[src/hw/rtl/assert_macros.svh]
// ----------------------------------------------------------------------------
// assert_macros.svh
// shared assertion macros, clocked on clk, disabled while arst_n is low
// ----------------------------------------------------------------------------
`ifndef ASSERT_MACROS_SVH
`define ASSERT_MACROS_SVH

// plain property
`define MWMA_ASSERT(lbl, prop, msg) \
	lbl: assert property (@(posedge clk) disable iff (!arst_n) prop) \
	else $error(msg);

// same-cycle implication
`define MWMA_ASSERT_IMP(lbl, ante, cons, msg) \
	lbl: assert property (@(posedge clk) disable iff (!arst_n) (ante) |-> (cons)) \
	else $error(msg);

`endif

[src/hw/rtl/mwma_pkg.sv]
// ----------------------------------------------------------------------------
// mwma_pkg
// shared constants and window table for the multi-window moving average
// ----------------------------------------------------------------------------
package mwma_pkg;

	localparam int unsigned FIELD_BITS     = 32;
	localparam int unsigned PRICE_BITS_DEF = 32;
	localparam int unsigned NUM_WINDOWS    = 6;
	localparam int unsigned LINE_DEPTH     = 200;
	localparam int unsigned COUNT_BITS     = $clog2(LINE_DEPTH + 1);
	localparam int unsigned SUM_EXTRA      = $clog2(LINE_DEPTH);
	localparam int unsigned DIV_STAGES     = 2;
	localparam int unsigned DIV_CHUNK_BITS = 16;

	typedef logic [NUM_WINDOWS-1:0] win_mask_t;

	function automatic int unsigned win_len(input int unsigned idx);
		int unsigned len;
		case (idx)
			0: len = 5;
			1: len = 10;
			2: len = 20;
			3: len = 50;
			4: len = 100;
			5: len = 200;
			default: len = LINE_DEPTH;
		endcase
		return len;
	endfunction

endpackage

[src/hw/rtl/mwma_accum.sv]
// ----------------------------------------------------------------------------
// mwma_accum
// running window sums and sample count, registers rounded dividends
// ----------------------------------------------------------------------------
`include "assert_macros.svh"

module mwma_accum #(
	parameter int unsigned PRICE_BITS = mwma_pkg::PRICE_BITS_DEF
) (
	input  logic                  clk,
	input  logic                  arst_n,
	input  logic                  fire,
	input  logic                  new_series,
	input  logic [PRICE_BITS-1:0] price,
	input  logic [PRICE_BITS-1:0] taps [mwma_pkg::NUM_WINDOWS],
	output logic [PRICE_BITS+mwma_pkg::SUM_EXTRA-1:0] y_s2 [mwma_pkg::NUM_WINDOWS],
	output mwma_pkg::win_mask_t   mask_s2
);
	import mwma_pkg::*;

	localparam int unsigned SUM_BITS = PRICE_BITS + SUM_EXTRA;

	logic [SUM_BITS-1:0]   sum_q [NUM_WINDOWS];
	logic [SUM_BITS-1:0]   sum_d [NUM_WINDOWS];
	logic [SUM_BITS-1:0]   y_d   [NUM_WINDOWS];
	logic [COUNT_BITS-1:0] seen_q;
	logic [COUNT_BITS-1:0] seen_base;
	logic [COUNT_BITS-1:0] seen_d;
	win_mask_t             mask_d;

	assign seen_base = new_series ? '0 : seen_q;
	assign seen_d    = (seen_base < COUNT_BITS'(LINE_DEPTH)) ?
		seen_base + COUNT_BITS'(1) : seen_base;

	for (genvar w = 0; w < NUM_WINDOWS; w++) begin : g_win
		localparam int unsigned LEN = win_len(w);
		logic [SUM_BITS-1:0] base;
		logic [SUM_BITS-1:0] sub;

		// oldest sample leaves once the window is full
		assign base     = new_series ? '0 : sum_q[w];
		assign sub      = (!new_series && (seen_q >= COUNT_BITS'(LEN))) ?
			SUM_BITS'(taps[w]) : '0;
		assign sum_d[w] = base - sub + SUM_BITS'(price);
		assign mask_d[w] = seen_d >= COUNT_BITS'(LEN);
		// half the window length added for round to nearest
		assign y_d[w]   = mask_d[w] ? sum_d[w] + SUM_BITS'(LEN / 2) : '0;
	end

	always_ff @(posedge clk or negedge arst_n) begin
		if (!arst_n) begin
			seen_q <= '0;
			for (int w = 0; w < NUM_WINDOWS; w++) begin
				sum_q[w] <= '0;
			end
		end else if (fire) begin
			seen_q <= seen_d;
			sum_q  <= sum_d;
		end
	end

	always_ff @(posedge clk) begin
		if (fire) begin
			y_s2    <= y_d;
			mask_s2 <= mask_d;
		end
	end

	`MWMA_ASSERT(a_seen_sat, seen_q <= COUNT_BITS'(LINE_DEPTH), "sample count past line depth")
	`MWMA_ASSERT(a_new_mask, fire && new_series |=> mask_s2 == '0, "window full on new series")

endmodule

[config.mk]
export PLATFORM = sky130hd
export DESIGN_NAME = mwma_accum
export DESIGN_NICKNAME = d
export VERILOG_FILES = /design/src/hw/rtl/mwma_pkg.sv /design/src/hw/rtl/mwma_accum.sv
export VERILOG_INCLUDE_DIRS = /design/src /design/src/hw/rtl
export SDC_FILE = /design/constraint.sdc
export NUM_CORES = 2
export LEC_CHECK = 0
export BUFFER_PORTS_ARGS = -buffer_cell sky130_fd_sc_hd__buf_2
export CORE_UTILIZATION = 61
export CTS_BUF_LIST = sky130_fd_sc_hd__clkbuf_16
export DETAILED_ROUTE_END_ITERATION = 12
export PLACE_DENSITY_LB_ADDON = 0.15
export SYNTH_ARGS = -nofsm -noshare
export SYNTH_HDL_FRONTEND = slang
export SYNTH_SLANG_ARGS = --single-unit
export TNS_END_PERCENT = 20
[constraint.sdc]
create_clock -name clk -period 6.5 [get_ports clk]
set_input_delay 0.975 -clock clk [delete_from_list [all_inputs] [get_ports clk]]
set_output_delay 0.975 -clock clk [all_outputs]
set_load 0.05 [all_outputs]
; ---- Yosys cells after proc, flatten, opt, wreduce, memory -nomap -nowiden
; Cells that the tools add are included.
[classes]
mux = 14
div = 0
addsub = 19
order_cmp = 13
n_bitwise = 0
mul = 0
n_reduce_logical = 7
shift = 0
n_eq_ne = 0
[ops]
columns = op, count
row1 = adder 40 x 32 -> 40 bit, 6
row2 = 2-to-1 mux 40 bit, 6
row3 = subtractor 40 x 32 -> 40 bit, 6
row4 = 2-to-1 mux 32 bit, 6
row5 = adder 40 x 2 -> 40 bit (second input constant), 1
row6 = adder 40 x 3 -> 40 bit (second input constant), 1
row7 = adder 40 x 4 -> 40 bit (second input constant), 1
row8 = adder 40 x 5 -> 40 bit (second input constant), 1
row9 = adder 40 x 6 -> 40 bit (second input constant), 1
row10 = adder 40 x 7 -> 40 bit (second input constant), 1
row11 = greater-or-equal comparator 8 x 3 -> 1 bit (second input constant), 2
row12 = greater-or-equal comparator 8 x 4 -> 1 bit (second input constant), 2
row13 = greater-or-equal comparator 8 x 5 -> 1 bit (second input constant), 2
row14 = greater-or-equal comparator 8 x 6 -> 1 bit (second input constant), 2
row15 = greater-or-equal comparator 8 x 7 -> 1 bit (second input constant), 2
row16 = greater-or-equal comparator 8 bit (second input constant), 2
row17 = 2-to-1 mux 8 bit, 2
row18 = adder 8 x 1 -> 8 bit (second input constant), 1
row19 = < comparator 8 bit (second input constant), 1
row20 = logical AND 1 bit, 6
row21 = zero test 1 bit, 1
[word_totals]
rom_bits = 0
in_bits = 228
memories = 0
regBits = 494
latchBits = 0
word_cells = 67
output_inout_bits = 246
ramBits = 0

; ---- Logic depth before layout (Yosys ltp)
[depth]
ltp_word = 6
mapped_depth = 23
mapped_depth_nobuf = 20

; ---- Worst setup path before layout
; Ideal clock, no wire load.
[synth_timing]
kind = input port to flip-flop
startpoint = input new_series
endpoint = register y_s2[119] (netlist bit), data pin
stages = 21
path_buffers = 5
t_arrival_ns = 5.997
setup_slack_ns = 0.351
required_time_ns = 6.348
cell_sequence = clkbuf_1 > clkbuf_1 > clkbuf_1 > a21oi_1 > clkbuf_1 > and2_1 > fa_1 > inv_1 > ha_1 > a21oi_1 > o21ai_1 > a2111o_1 > a221o_1 > nor2_1 > xnor2_1 > and3_1 > nand4_2 > or3_1 > buf_2 > or4_1 > a21oi_1
[synth_via]
elab_chain_cells = 6
elab_cells_between_ends = 12
classes_between = 4 x add/sub / 2 x order compare / 4 x mux / 2 x reduce/logical
[synth_lines]
columns = element, line
row1 = "start, declared", mwma_accum.sv:13  ; input logic new_series,
row2 = zero test 1 bit, mwma_accum.sv:42  ; assign sub = (!new_series && (seen_q >= COUNT_BITS'(LEN))) ?
row3 = logical AND 1 bit, mwma_accum.sv:42
row4 = 2-to-1 mux 32 bit, mwma_accum.sv:42
row5 = subtractor 40 x 32 -> 40 bit, mwma_accum.sv:44  ; assign sum_d[w] = base - sub + SUM_BITS'(price);
row6 = adder 40 x 32 -> 40 bit, mwma_accum.sv:44
row7 = adder 40 x 5 -> 40 bit, mwma_accum.sv:47  ; assign y_d[w] = mask_d[w] ? sum_d[w] + SUM_BITS'(LEN / 2) : '0;
row8 = "end signal, assigned", mwma_accum.sv:64  ; y_s2 <= y_d;
row9 = "end, declared", mwma_accum.sv:16  ; output logic [PRICE_BITS+mwma_pkg::SUM_EXTRA-1:0] y_s2 [mwma_pkg::NUM_WINDOWS],
; Parallel ways exist; a longest one is shown, timed or not.
; A chain may end at the register's enable or synchronous reset.

; ---- Final worst setup path
[layout_timing]
startpoint = register seen_q[2]
endpoint = register y_s2[76] (netlist bit), data pin
[layout_via]
elab_chain_cells = 6
elab_cells_between_ends = 11
classes_between = 4 x add/sub / 3 x order compare / 3 x mux / 1 x reduce/logical
[layout_lines]
columns = element, line
row1 = "start, declared", mwma_accum.sv:26  ; logic [COUNT_BITS-1:0] seen_q;
row2 = "start signal, assigned", mwma_accum.sv:57  ; seen_q <= seen_d;
row3 = greater-or-equal comparator 8 x 7 -> 1 bit, mwma_accum.sv:42
row4 = logical AND 1 bit, mwma_accum.sv:42
row5 = 2-to-1 mux 32 bit, mwma_accum.sv:42
row6 = subtractor 40 x 32 -> 40 bit, mwma_accum.sv:44
row7 = adder 40 x 32 -> 40 bit, mwma_accum.sv:44
row8 = adder 40 x 6 -> 40 bit, mwma_accum.sv:47
; Parallel ways exist; a longest one is shown, timed or not.

==> metrics.json <==
{
  "run_status": {
    "status": "complete, but fails checks",
    "violations": "DRC"
  },
  "place": {
    "gp_congestion": 0.964,
    "detailedPlacementHpwl_mm": 109,
    "port-buffer-count": 473
  },
  "power": {
    "finalPower_mw": 27.1,
    "total_leakage_power_nw": 23.6,
    "cellPowerDensity_nw_per_um2": 522,
    "maximum_vdd_ir_drop_v": 0.000406
  },
  "layout": {
    "layout-drive-gt1-share_pct": 18.9,
    "layout_common_cells": "560 x sky130_fd_sc_hd__inv_1, 470 x sky130_fd_sc_hd__buf_2, 380 x sky130_fd_sc_hd__nor2_1, 316 x sky130_fd_sc_hd__a21oi_1, 292 x sky130_fd_sc_hd__nand2_1",
    "areaGrowthSynthToFinish_pct": 14.2,
    "layout.cells.most_common": "sky130_fd_sc_hd__inv_1",
    "n_fill_cell": 5820,
    "finish.net_count": 6264
  },
  "cts": {
    "cts_root_buffer": "sky130_fd_sc_hd__clkbuf_16",
    "insertion_delay_ns": 0.64,
    "cts_setup_buffers": 0,
    "tritoncts.num_buffers": 57,
    "postCtsHoldBufs": 0,
    "clock_tree.buffer_depth": 3,
    "clock_tree_from_tritoncts": "built",
    "cts_sinks": 494,
    "cts-resized-gates": 0,
    "worst_setup_hold_path_clk_slew_ns": 0.06,
    "h_tree_depth": 2
  },
  "floorplan": {
    "design.die.area_um2": 75600,
    "die_width_um": 275,
    "starting_utilization_of_the_core_area_pct": 62.0,
    "top_level_ports": 474,
    "fp.coreArea_um2": 73300,
    "fp.dieH_um": 275,
    "row_count": 99
  },
  "yosys": {
    "postSynthNetCount": 5737,
    "post_synth_num_cell_types": 111,
    "async_flop_share_pct": 50.2,
    "synth.ff_latch_count": 494,
    "synth-edff-count": 246,
    "synthesis.instances": 5070,
    "syn_area_per_cell_um2": 8.97,
    "primary_ff_master_synth": "sky130_fd_sc_hd__dfrtp_1",
    "synth_sequential_area_ratio_pct": 29.9,
    "yosys_warnings": 0,
    "netlist_area_um2": 45500
  },
  "worst_setup_path": {
    "critPathMaxFanout": 11,
    "rrSetupSlack_ns": 0.52,
    "worstPathRequired_ns": 6.88,
    "crit_path_start_kind": "register",
    "end_kind": "register",
    "ff2ff_path_depth": 18,
    "cp.arrival_ns": 6.37,
    "worst-setup-path-type": "reg -> reg"
  },
  "timing": {
    "layout_min_cycle_time_ns": 5.98,
    "timing.final.setup_violations": 0,
    "final.period_utilization_pct": 92.1,
    "finalSetupTns_ns": 0,
    "tightest_slew_ns": 1.12,
    "timing.final.max_slew_violations": 0,
    "fin_skew_ns": 0.0253,
    "number_of_hold_violations_in_the_final_report": 0,
    "rsz0062_at_grt": "no",
    "clock.fmax_mhz": 167,
    "timing.max_slew.rel_slack_pct": 25.4
  },
  "routing": {
    "first_iter_violations": 3451,
    "vias": 39900,
    "wirelength_mm": 141,
    "post_drt_wl_per_cell_um": 21.3,
    "firstDrtPassIters": 10,
    "ant_nets": 0,
    "detail_route.vias_per_cell": 6.04,
    "detail_route.drc_violations": 24
  },
  "global_route": {
    "largest_net_degree_at_the_start_of_global_routing": 127,
    "first_global_vias": 37800,
    "global_route_wire_length_before_repair_mm": 213,
    "globalRouteOverflowTotal": 0,
    "antenna_found_initial": 3,
    "gr_usage_total_pct": 36.6
  },
  "run": {
    "maxCapViolCount": 0
  },
  "hold_path": {
    "hold_class": "in -> async"
  }
}
## cells by family after synthesis
| group | Yosys count | synth area share [%] |
|---|---|---|
| buffers and inverters | 744 | 6.25 |
| adders and majority gates | 439 | 15.3 |
| muxes | 248 | 6.06 |
| xor gates and xnor gates | 335 | 6.49 |
| AOI/OAI and AO/OA | 1031 | 15.0 |
| and+or+nand+nor | 1779 | 21.0 |
| DFF | 494 | 29.9 |
## layout make-up
cell class | instances | area [µm²] | share of cell area [%]
multi-input combinational | 3832 | 29100 | 56.1
sequential | 494 | 13600 | 26.2
timing repair buffer | 658 | 3880 | 7.48
inverter | 554 | 2080 | 4.00
clock buffer | 61 | 1530 | 2.94
tap | 959 | 1200 | 2.31
clock inverter | 47 | 515 | 0.993
antenna | 1 | 2.50 | 0.00482
## path summary, 6_finish.rpt
check / start / endpoint
min in group clk: sum_q[28] / sum_q[28]
max in group asynchronous: arst_n / sum_q[21]
min: arst_n / sum_q[78]
max reg2reg: seen_q[2] / y_s2[76]
max: seen_q[2] / y_s2[76]
min reg2reg: sum_q[28] / sum_q[28]
## Yosys cell counts (24+ instances only)
master	instances	area, µm²
sky130_fd_sc_hd__xnor2_1	182	1590
sky130_fd_sc_hd__ha_1	247	3090
sky130_fd_sc_hd__xor2_1	151	1320
sky130_fd_sc_hd__clkbuf_1	157	589
sky130_fd_sc_hd__a21o_1	97	728
sky130_fd_sc_hd__o21ai_0	199	996
sky130_fd_sc_hd__inv_1	553	2080
sky130_fd_sc_hd__nand4_1	75	469
sky130_fd_sc_hd__nor2b_1	45	282
sky130_fd_sc_hd__nand2b_1	256	1600
sky130_fd_sc_hd__or3_1	69	432
sky130_fd_sc_hd__nor2_1	381	1430
sky130_fd_sc_hd__nor3_1	90	450
sky130_fd_sc_hd__and2_1	258	1610
sky130_fd_sc_hd__nand3_1	110	551
sky130_fd_sc_hd__a211oi_1	40	300
sky130_fd_sc_hd__mux2i_1	30	300
sky130_fd_sc_hd__edfxtp_1	246	7390
sky130_fd_sc_hd__o21a_1	40	300
sky130_fd_sc_hd__and3_1	53	332
sky130_fd_sc_hd__fa_1	192	3840
sky130_fd_sc_hd__nand2_1	292	1100
sky130_fd_sc_hd__and4_1	24	210
sky130_fd_sc_hd__dfrtp_1	248	6210
sky130_fd_sc_hd__o31ai_1	25	188
sky130_fd_sc_hd__a31oi_1	33	206
sky130_fd_sc_hd__o211ai_1	30	225
sky130_fd_sc_hd__o21bai_1	31	233
sky130_fd_sc_hd__mux2_2	217	2440
sky130_fd_sc_hd__a21oi_1	319	1600
## registers in the layout (all words and copies together) (netlist names)
register  cells
y_s2        240
seen_q        8
mask_s2       6
sum_q       240
## stage by stage
stage | utilization [%] | std cells | setup WS [ns] | area [µm²] | hold slack, ns
after detailed placement | 68.0 | 6497 | 0.136 | 49900 | 0.488
after global routing | 70.8 | 6606 | 0.0500 | 51900 | 0.255
final | 70.8 | 6606 | 0.516 | 51900 | 0.230
after global placement | 68.0 | 6497 | 0.266 | 49900 | 0.480
after floorplan | - | 5070 | 0.351 | 45500 | 0.473
after CTS | 70.8 | 6605 | 0.303 | 51900 | 0.235
## worst max-delay path, stage by stage (launching register included)
cell                       delay, ns
sky130_fd_sc_hd__dfrtp_1        0.50
sky130_fd_sc_hd__or3_1          0.39
sky130_fd_sc_hd__a31oi_1        0.22
sky130_fd_sc_hd__nor2_2         0.13
sky130_fd_sc_hd__and2_1         0.21
sky130_fd_sc_hd__fa_1           0.55
sky130_fd_sc_hd__inv_1          0.05
sky130_fd_sc_hd__ha_1           0.30
sky130_fd_sc_hd__a211oi_1       0.38
sky130_fd_sc_hd__nor4_1         0.12
sky130_fd_sc_hd__nor3_1         0.63
sky130_fd_sc_hd__o21ai_0        0.36
sky130_fd_sc_hd__a41oi_1        0.36
sky130_fd_sc_hd__xnor2_1        0.28
sky130_fd_sc_hd__and4b_1        0.31
sky130_fd_sc_hd__nand4_2        0.16
sky130_fd_sc_hd__nor3_1         0.27
sky130_fd_sc_hd__and2_1         0.17
sky130_fd_sc_hd__mux2_2         0.32
## layer usage
layer	vias up	part of all wire [%]	wire length, µm	GRT usage [%]
li1	18700	-	-	-
met4	2	5.5	7720	18.3
met3	315	7.3	10300	5.16
met5	-	0.0093	13	0
met2	1573	45	63800	57.7
met1	19300	42	58700	49.3
## power by group
group / leakage (nW) / internal [mW] / switching [mW]
logic: 17.2 / 7.40 / 11.3
registers: 5.42 / 4.34 / 0.512
clock network: 1.02 / 2.10 / 1.45
total: 23.6 / 13.8 / 13.2
Power figures use the tool's default switching activity.
