## src/hw/rtl/assert_macros.svh

```systemverilog
// ----------------------------------------------------------------------------
// assert_macros.svh
// shared assertion macros, clocked on clk, disabled while arst_n is low
// ----------------------------------------------------------------------------
`ifndef ASSERT_MACROS_SVH
`define ASSERT_MACROS_SVH

// plain property
`define MWMA_ASSERT(lbl, prop, msg) \
	lbl: assert property (@(posedge clk) disable iff (!arst_n) prop) \
	else $error(msg);

// same-cycle implication
`define MWMA_ASSERT_IMP(lbl, ante, cons, msg) \
	lbl: assert property (@(posedge clk) disable iff (!arst_n) (ante) |-> (cons)) \
	else $error(msg);

`endif

```

## src/hw/rtl/mwma_pkg.sv

```systemverilog
// ----------------------------------------------------------------------------
// mwma_pkg
// shared constants and window table for the multi-window moving average
// ----------------------------------------------------------------------------
package mwma_pkg;

	localparam int unsigned FIELD_BITS     = 32;
	localparam int unsigned PRICE_BITS_DEF = 32;
	localparam int unsigned NUM_WINDOWS    = 6;
	localparam int unsigned LINE_DEPTH     = 200;
	localparam int unsigned COUNT_BITS     = $clog2(LINE_DEPTH + 1);
	localparam int unsigned SUM_EXTRA      = $clog2(LINE_DEPTH);
	localparam int unsigned DIV_STAGES     = 2;
	localparam int unsigned DIV_CHUNK_BITS = 16;

	typedef logic [NUM_WINDOWS-1:0] win_mask_t;

	function automatic int unsigned win_len(input int unsigned idx);
		int unsigned len;
		case (idx)
			0: len = 5;
			1: len = 10;
			2: len = 20;
			3: len = 50;
			4: len = 100;
			5: len = 200;
			default: len = LINE_DEPTH;
		endcase
		return len;
	endfunction

endpackage

```

## src/hw/rtl/mwma_divider.sv

```systemverilog
// ----------------------------------------------------------------------------
// mwma_divider
// division by a constant through reciprocal multiplication, two stages
// ----------------------------------------------------------------------------
module mwma_divider #(
	parameter int unsigned WIDTH   = 40,
	parameter int unsigned DIVISOR = 5
) (
	input  logic                            clk,
	input  logic [mwma_pkg::DIV_STAGES-1:0] en,
	input  logic [WIDTH-1:0]                dividend,
	output logic [WIDTH-1:0]                quotient
);
	import mwma_pkg::*;

	localparam int unsigned SH  = $clog2(DIVISOR);
	localparam int unsigned MW  = WIDTH + 1;
	localparam int unsigned NC  = (WIDTH + DIV_CHUNK_BITS - 1) / DIV_CHUNK_BITS;
	localparam int unsigned XW  = NC * DIV_CHUNK_BITS;
	localparam int unsigned PPW = DIV_CHUNK_BITS + MW;
	localparam int unsigned PRW = 2 * WIDTH + SH;

	function automatic logic [MW-1:0] calc_magic();
		logic [127:0] num;
		logic [127:0] q;
		num = 128'd1 << (WIDTH + SH);
		q   = (num + 128'(DIVISOR - 1)) / 128'(DIVISOR);
		return q[MW-1:0];
	endfunction

	// rounded-up reciprocal, exact floor for any dividend of WIDTH bits
	localparam logic [MW-1:0] MAGIC = calc_magic();

	logic [XW-1:0]    x_pad;
	logic [PPW-1:0]   part_q [NC];
	logic [PRW-1:0]   prod;
	logic [WIDTH-1:0] quot_q;

	assign x_pad = XW'(dividend);

	// one partial product per dividend chunk
	always_ff @(posedge clk) begin
		if (en[0]) begin
			for (int c = 0; c < NC; c++) begin
				part_q[c] <= PPW'(x_pad[c*DIV_CHUNK_BITS +: DIV_CHUNK_BITS]) * PPW'(MAGIC);
			end
		end
	end

	always_comb begin
		prod = '0;
		for (int c = 0; c < NC; c++) begin
			prod = prod + (PRW'(part_q[c]) << (c * DIV_CHUNK_BITS));
		end
	end

	always_ff @(posedge clk) begin
		if (en[1]) begin
			quot_q <= prod[WIDTH+SH +: WIDTH];
		end
	end

	assign quotient = quot_q;

endmodule

```

## config.mk

```make
export PLATFORM = sky130hd
export DESIGN_NAME = mwma_divider
export DESIGN_NICKNAME = d
export VERILOG_FILES = /design/src/hw/rtl/assert_macros.svh /design/src/hw/rtl/mwma_pkg.sv /design/src/hw/rtl/mwma_divider.sv
export SDC_FILE = /design/constraint.sdc
export NUM_CORES = 1
export LEC_CHECK = 0
export ABC_AREA = 1
export BUFFER_PORTS_ARGS = -buffer_cell sky130_fd_sc_hd__buf_2
export CORE_MARGIN = 10
export CORE_UTILIZATION = 45
export CTS_CLUSTER_DIAMETER = 120
export DETAILED_ROUTE_END_ITERATION = 6
export PLACE_DENSITY = 0.67
export RECOVER_POWER = 25
export REMOVE_ABC_BUFFERS = 1
export SLEW_MARGIN = 20
export SYNTH_ARGS = -nofsm -noshare
export SYNTH_HDL_FRONTEND = slang
export SYNTH_SLANG_ARGS = --single-unit
```

## constraint.sdc

```tcl
create_clock -name clk -period 5.8 [get_ports clk]
set_input_delay 0.58 -clock clk [delete_from_list [all_inputs] [get_ports clk]]
set_output_delay 0.58 -clock clk [all_outputs]
set_load 0.01 [all_outputs]
```

Word level (Yosys, flattened, before mapping)
Memories as Yosys holds them, arrays and structs flattened.
Cells that the tools add are included.
- flip-flop bits (word level): 40
- memories: 1
- memory bits (writable): 168
- ROM bits: 0
- output and inout bits: 40
- input port bits: 43
- bits in latches: 0
- word-level logic and storage cells: 9
- equality and inequality tests: 0
- bitwise gates (word level): 0
- reductions and logical operators: 0
- shift-type cells: 0
- mux-type cells: 2
- magnitude comparators: 0
- add/subtract/negate cells: 2
- divide/modulo/power cells: 0
- $mul: 3
- memories (name ; words ; bits a word ; read ports ; clocked after Yosys merged registers in ; write ports ; line ; source):
    part_q ; 3 ; 56 ; 3 ; 0 ; 3 ; mwma_divider.sv:35 ; logic [PPW-1:0] part_q [NC];
- operator list (kind ; number):
    $mul A16 B40 Y56 const B ; 2
    $add A74 B83 Y83 ; 1
    $add A57 B73 Y74 ; 1
    $mul A8 B40 Y48 const B ; 1
    $mux W1 ; 2

Logic depth before layout (Yosys ltp)
Gate-level depths: netlist of run 1.
An unclocked memory read counts as a cell.
- depth in word-level cells: 3
- depth in mapped cells: 26
- gate-level depth less buffers: 25

Least setup slack after synthesis of run 1
OpenSTA, ideal clock, no wires.
- path kind: input to register
- start point: input port dividend[5]
- end point: memory part_q[0][53] (netlist name), data pin
- setup slack: 376 ps
- arrival time: 5171 ps
- buffers on the path: 0
- cell stages on the path: 21
- required time: 5548 ps
- library setup time: 252 ps
- path through: inv_1 > ha_1 > inv_1 > fa_1 > inv_1 > fa_1 > inv_1 > fa_1 > inv_1 > fa_1 > inv_1 > fa_1 > ha_1 > a21oi_1 > o21ai_0 > a21oi_1 > o21ai_0 > nor2_1 > nand2_1 > nand2_1 > nand2_1
- RTL lines (item ; line ; source):
    start: declaration ; mwma_divider.sv:11 ; input logic [WIDTH-1:0] dividend,
    end: declaration ; mwma_divider.sv:35 ;

==> results.py, run 1 <==
metrics = {
    "worst_setup_path": {
        "critical_path_class": "input port to flop",
        "worst-endpoint-arrival_ns": 5.72,
        "cp.required_ns": 6.01,
        "r2r-start": "part_q[0][44]$_DFFE_PP_",
        "path_delay_family": "adder cells",
        "rr_worst_depth": 11,
        "path_buf_inv": 10,
        "critPathMaxFanout": 4,
        "r2r-end": "quotient[37]$_DFFE_PP_",
        "critPathMostFrequentCell": "inv_1",
        "reg2reg_slack_ns": 2.73,
        "crit_chain": "buf_2 -> inv_1 -> ha_1 -> inv_1 -> fa_1 -> inv_1 -> fa_1 -> inv_1 -> fa_1 -> inv_1 -> fa_1 -> fa_1 -> inv_1 -> ha_1 -> nand2_1 -> inv_1 -> nand2_1 -> buf_4 -> nor3_1 -> buf_4 -> nand3_1 -> nand4_1 -> nand2_1",
        "slowest_stage": "fa_1",
        "end_kind": "flop",
        "critPathMaxStageDelay_ns": 0.55,
        "cp-start-kind": "input port",
    },
    "detailed_routing": {
        "ant_nets": 0,
        "vias": 20806,
        "vias_per_cell": 4.92,
        "dr.pass1.iters": 6,
        "initialDrtViolationCount": 1556,
        "finalWirelength_um": 69400,
        "wl_per_cell_um": 16.4,
        "drc": 0,
    },
    "place": {
        "post-place-ws_ns": -0.112,
        "port_buffers": 81,
        "post-dp-hpwl_um": 61800,
        "gp_congestion": 0.999,
        "post_dp_cell_area_sq_um": 27400,
    },
    "clocking": {
        "post_cts_buffers": 0,
        "cts_resized": 0,
        "ctsRootBufferMaster": "clkbuf_16",
        "clk_latency_ns": 0.47,
        "cts_inserted_buffers": 17,
        "clkTransAtPathRegs_ns": 0.06,
        "cts.sinks": 182,
        "cts_tree": "yes",
        "hold_buffers": 0,
        "cts_max_level": 4,
        "clk_path_buf_depth": 2,
    },
    "sta": {
        "hold_viol": 0,
        "min_period_over_period_pct": 95.0,
        "finClkSkew_ns": 0.0162,
        "drv_slew": 145,
        "rsz0062_at_grt": "no",
        "setup_viol": 0,
        "period_minus_slack_ns": 5.51,
        "slew_headroom_pct": -254,
        "fin_hold_ws_ns": 0.493,
        "layout_setup_ws_ns": 0.291,
        "fmax_mhz": 182,
        "worstMarginPinSlew_ns": 5.31,
    },
    "synthesis": {
        "seq_area_frac_synth_pct": 21.5,
        "yosysUniqueCellTypes": 42,
        "yosys_warnings": 0,
        "synth.ff_latch_count": 182,
        "syn_area_sq_um": 25400,
        "postSynthAreaPerCell_sq_um": 7.77,
        "synth_cells": 3271,
    },
    "grt": {
        "grt_start_max_net_pins": 105,
        "grt_antenna_before_repair": 0,
        "grt_pass1_vias": 20434,
        "overflow": 0,
        "grt_pass1_wl_um": 110000,
        "track_usage_pct": 21.0,
    },
    "status": {
        "status": "finished with violations",
        "failed_checks": "max-capacitance violations, max-slew violations",
    },
    "floorplan": {
        "die_area_sq_um": 66400,
        "fp.dieH_um": 258,
        "row_count": 87,
        "initial_utilization_pct": 45.2,
        "io_pins": 83,
        "core_sq_um": 56200,
        "die_x_um": 258,
    },
    "hold_path": {
        "min_path_cells": 1,
        "holdPathEnd": "part_q[0][57]$_DFFE_PP_",
        "hp-class": "input port to flop",
        "hp-start": "dividend[17]",
    },
    "job": {
        "maxCapViolations": 2,
    },
    "final_layout": {
        "final_nets": 4107,
        "final.fill_count": 5606,
        "fin_area_sq_um": 28000,
        "area_growth_syn_to_layout_pct": 10.2,
        "num_antenna_cells": 0,
        "drive_gt1_share_pct": 6.66,
    },
}
-- sequential cells by signal (all words and copies together), names as in the netlist --
name	count
quotient	39
part_q	143
-- through the flow --
| stage | setup TNS [ns] | utilization, % | std cells |
|---|---|---|---|
| floorplan | 0 | - | 3258 |
| global placement | -0.134 | 48.8 | 4195 |
| detailed placement | -0.627 | 48.8 | 4195 |
| CTS | 0 | 49.9 | 4226 |
| global route | 0 | 49.8 | 4226 |
| finish | 0 | 49.8 | 4226 |
-- Yosys cell counts --
cell type | instances | area [sq um]
a21boi_0 | 1 | 7.51
a21o_1 | 10 | 75.1
a21oi_1 | 184 | 921
a21oi_2 | 2 | 17.5
a21oi_4 | 2 | 32.5
a31oi_1 | 4 | 25.0
and2_1 | 3 | 18.8
buf_2 | 3 | 15.0
buf_4 | 9 | 67.6
buf_6 | 1 | 11.3
clkinv_1 | 1 | 3.75
conb_1 | 1 | 3.75
edfxtp_1 | 182 | 5470
fa_1 | 206 | 4120
ha_1 | 400 | 5000
inv_1 | 736 | 2760
inv_2 | 4 | 15.0
nand2_1 | 841 | 3160
nand2_2 | 4 | 25.0
nand2_4 | 1 | 11.3
nand3_1 | 129 | 646
nand3_2 | 3 | 30.0
nand3b_1 | 6 | 45.0
nand4_1 | 27 | 169
nor2_1 | 243 | 912
nor2_2 | 3 | 18.8
nor2_4 | 4 | 45.0
nor3_1 | 26 | 130
nor3_2 | 3 | 30.0
nor4_1 | 4 | 25.0
o211ai_1 | 3 | 22.5
o21a_1 | 9 | 67.6
o21ai_0 | 94 | 470
o21ai_1 | 3 | 15.0
o21ai_2 | 1 | 8.76
o21bai_1 | 17 | 128
o22ai_1 | 1 | 6.26
or2_0 | 1 | 6.26
or2_1 | 1 | 6.26
or2_2 | 1 | 6.26
xnor2_1 | 25 | 219
xor2_1 | 72 | 631
-- cells in the final DEF, fill, tap and decap left out, types with 3 or more instances in the layout --
cell       count
o211ai_1       3
ha_1         400
o21bai_1      17
buf_2         75
xor2_1        72
buf_4         99
nand3_2        3
clkbuf_1       7
nor2_1       243
a21oi_1      184
nor3_1        26
nor3_2         3
nor4_1         4
nand3b_1       6
and2_1         3
nand2_1      841
a31oi_1        4
nor2_4         4
o21ai_1        3
inv_2          4
inv_1        736
o21ai_0       94
a21o_1        10
fa_1         206
nand3_1      129
clkinv_1       3
o21a_1         9
nor2_2         3
xnor2_1       25
edfxtp_1     182
nand4_1       27
clkbuf_16     17
nand2_2        4
inv_6          4
-- worst max-delay path by stage --
stage	from	end	slack, ns	cells past startpoint
6_report	dividend[8]	part_q[0][46]$_DFFE_PP_	0.29	23
5_1_grt	dividend[5]	part_q[0][41]$_DFFE_PP_	0.05	22
4_1_cts	dividend[8]	part_q[0][46]$_DFFE_PP_	0.38	23
3_5_place_dp	dividend[8]	part_q[0][46]$_DFFE_PP_	-0.11	23
3_3_place_gp	dividend[8]	part_q[0][46]$_DFFE_PP_	-0.11	23
2_1_floorplan	dividend[5]	part_q[0][53]$_DFFE_PP_	0.17	22
-- per-layer routing --
| metal | vias to the layer above | global-route usage, % | wire, um |
|---|---|---|---|
| met5 | - | 0 | 0 |
| met4 | 0 | 4.90 | 1360 |
| met3 | 61 | 3.47 | 4510 |
| met2 | 532 | 32.8 | 30100 |
| met1 | 9542 | 30.0 | 33400 |
| li1 | 10671 | - | - |
-- worst register-to-register path: cells and delay by family, from the launching register on --
family | cells | cell delay, ns
compound gates | 2 | 0.62
flops | 1 | 0.47
fa+ha+maj | 2 | 0.97
simple gates | 6 | 0.70
buf+inv | 1 | 0.09
-- layout make-up --
type	instances	area (sq um)	area share [%]
multi-input combinational	2335	17100	61.0
sequential	182	5470	19.5
inverter	741	2780	9.94
timing repair buffer	181	1160	4.15
tap	756	946	3.38
clock buffer	18	429	1.53
clock inverter	13	144	0.514
-- cell families (layout without fill, tap and decap cells) --
| logic type | count (synthesis) | count (layout) | synth area share [%] |
|---|---|---|---|
| simple gates | 1300 | 1300 | 20.8 |
| flops | 182 | 182 | 21.5 |
| buf+inv | 754 | 953 | 11.3 |
| compound gates | 331 | 331 | 7.07 |
| other cells | 1 | 1 | 0.0148 |
| fa+ha+maj | 606 | 606 | 35.9 |
| xor+xnor | 97 | 97 | 3.34 |
Power of run 1 is left out: the tool's default activity adds up to more than one toggle a clock period on the data nets, which glitch-free logic cannot reach.
==> inputs of run 2 (changes only) <==
--- a/config.mk
+++ b/config.mk
@@ -11,7 +11,8 @@
 export CORE_UTILIZATION = 45
 export CTS_CLUSTER_DIAMETER = 120
 export DETAILED_ROUTE_END_ITERATION = 6
-export PLACE_DENSITY = 0.67
+export GPL_ROUTABILITY_DRIVEN = 1
+export PLACE_DENSITY = 0.65
 export RECOVER_POWER = 25
 export REMOVE_ABC_BUFFERS = 1
 export SLEW_MARGIN = 20
==> constraint.sdc (replaced) <==
create_clock -name clk -period 7.1 [get_ports clk]
set_input_delay 0.71 -clock clk [delete_from_list [all_inputs] [get_ports clk]]
set_output_delay 0.71 -clock clk [all_outputs]
set_load 0.01 [all_outputs]
==> run 2 against run 1 <==
Effect of this change:
- the flow finishes with violations (design-rule violations, max-capacitance violations, max-slew violations)
- via count shrank 1.4%
- wire length shrank 1.2%
- sequential share of layout area grew 0.53 points
- clock skew grew 0.0029 ns
- global-route usage shrank 0.16 points
- utilization shrank 1.3 points
- clock-buffer cell count shrank 1
- critical path type unchanged
- highest routed layer unchanged
==> results.py, run 2 (same netlist as run 1, synthesis figures left out) <==
metrics = {
    "sta": {
        "drv_slew": 113,
        "setup_viol": 0,
        "min_period_over_period_pct": 84.1,
        "worstMarginPinSlew_ns": 3.72,
        "finClkSkew_ns": 0.0190,
        "hold_viol": 0,
        "rsz0062_at_grt": "no",
        "slew_headroom_pct": -148,
        "fmax_mhz": 167,
        "period_minus_slack_ns": 5.97,
        "fin_hold_ws_ns": 0.602,
        "fin_setup_tns_ns": 0,
    },
    "worst_setup_path": {
        "worst-endpoint-arrival_ns": 6.19,
        "cp-start-kind": "input port",
        "end_kind": "flop",
        "critPathMaxFanout": 13,
        "cp.required_ns": 7.32,
        "critical_path_class": "input port to flop",
    },
    "clocking": {
        "cts_inserted_buffers": 17,
        "hold_buffers": 0,
        "cts.sinks": 182,
        "post_cts_buffers": 0,
        "clk_latency_ns": 0.46,
        "clk_path_buf_depth": 2,
        "ctsRootBufferMaster": "clkbuf_16",
        "cts_resized": 0,
        "cts_tree": "yes",
        "cts_max_level": 4,
        "clkTransAtPathRegs_ns": 0.07,
    },
    "final_layout": {
        "final_core_util_pct": 48.5,
        "layout_common_cells": "841 x nand2_1, 736 x inv_1, 400 x ha_1, 243 x nor2_1, 206 x fa_1",
        "area_growth_syn_to_layout_pct": 7.27,
        "final_nets": 4009,
        "layout_commonest_cell": "nand2_1",
        "fin_area_sq_um": 27200,
        "num_antenna_cells": 0,
        "largest_reg_flops": 143,
        "drive_gt1_share_pct": 4.03,
        "largest_register": "part_q",
    },
    "floorplan": {
        "die_area_sq_um": 66400,
        "core_sq_um": 56200,
        "io_pins": 83,
        "die_x_um": 258,
        "initial_utilization_pct": 45.2,
        "fp.dieH_um": 258,
        "row_count": 87,
    },
    "detailed_routing": {
        "wl_per_cell_um": 16.6,
        "dr.pass1.iters": 7,
        "ant_nets": 0,
        "initialDrtViolationCount": 1403,
        "top_layer_used": "met4",
        "wl_met1_um": 33500,
        "wl_met2_um": 29500,
        "vias_per_cell": 4.97,
        "finalWirelength_um": 68500,
        "dr_wl_met3_um": 4290,
        "vias": 20508,
        "drc": 1,
    },
    "place": {
        "gp_congestion": 1.00,
        "post-dp-hpwl_um": 61100,
        "port_buffers": 81,
        "post_dp_cell_area_sq_um": 26700,
    },
    "grt": {
        "grt_pass1_wl_um": 109000,
        "overflow": 0,
        "grt_antenna_before_repair": 0,
        "grt_pass1_vias": 19843,
        "grt_start_max_net_pins": 73,
        "track_usage_pct": 20.9,
    },
    "job": {
        "maxCapViolations": 2,
    },
    "status": {
        "status": "finished with violations",
        "failed_checks": "design-rule violations, max-capacitance violations, max-slew violations",
    },
    "hold_path": {
        "hp-class": "flop to flop",
    },
}
==> run 2: changes by cell type in the layout (fill, tap and decap cells not counted), sizes merged <==
cell and change:
buf -98, clkinv +4, inv -4, clkinvlp +2, clkbuf -1
==> run 2: worst max-delay path, cell delays in order <==
cell     delay (ns)
buf_2          0.12
inv_1          0.05
ha_1           0.26
inv_1          0.06
fa_1           0.63
inv_1          0.09
fa_1           0.56
inv_1          0.07
fa_1           0.48
inv_1          0.05
fa_1           0.59
inv_1          0.08
fa_1           0.42
ha_1           0.53
nand2_1        0.17
nor2_4         0.33
inv_2          0.20
nor3_1         0.31
nand3_1        0.15
nor2_1         0.11
nand2_1        0.08
nand3_1        0.09
nand2_1        0.06
==> run 2: cell type report <==
class	instances	area [sq um]
inverter	741	2780
tap	756	946
sequential	182	5470
multi-input combinational	2335	17100
fill	5670	28900
timing repair buffer	83	413
clock inverter	15	156
clock buffer	17	425
==> run 2: metrics by stage <==
step,setup slack [ns],std cells
6_report,1.13,4129
5_1_grt,0.679,4129
4_1_cts,1.12,4129
2_1_floorplan,1.34,3258
3_5_place_dp,0.629,4097
3_3_place_gp,0.659,4097
==> run 2: path summary, 6_finish.rpt <==
check / start / endpoint / slack (ns) / depth (start not counted)
hold reg to reg: part_q[0][159]$_DFFE_PP_ / quotient[37]$_DFFE_PP_ / 0.60 / 2
setup reg to reg: part_q[0][43]$_DFFE_PP_ / quotient[19]$_DFFE_PP_ / 4.04 / 12
setup / recovery: dividend[5] / part_q[0][53]$_DFFE_PP_ / 1.13 / 23
hold / removal: part_q[0][159]$_DFFE_PP_ / quotient[37]$_DFFE_PP_ / 0.60 / 2
==> run 2: layer usage <==
metal,GRT usage (%),vias to the layer above
li1,-,10479
met4,4.20,0
met2,32.2,558
met3,3.60,60
met5,0,-
met1,30.3,9411
Power of run 2 is left out for the same reason.
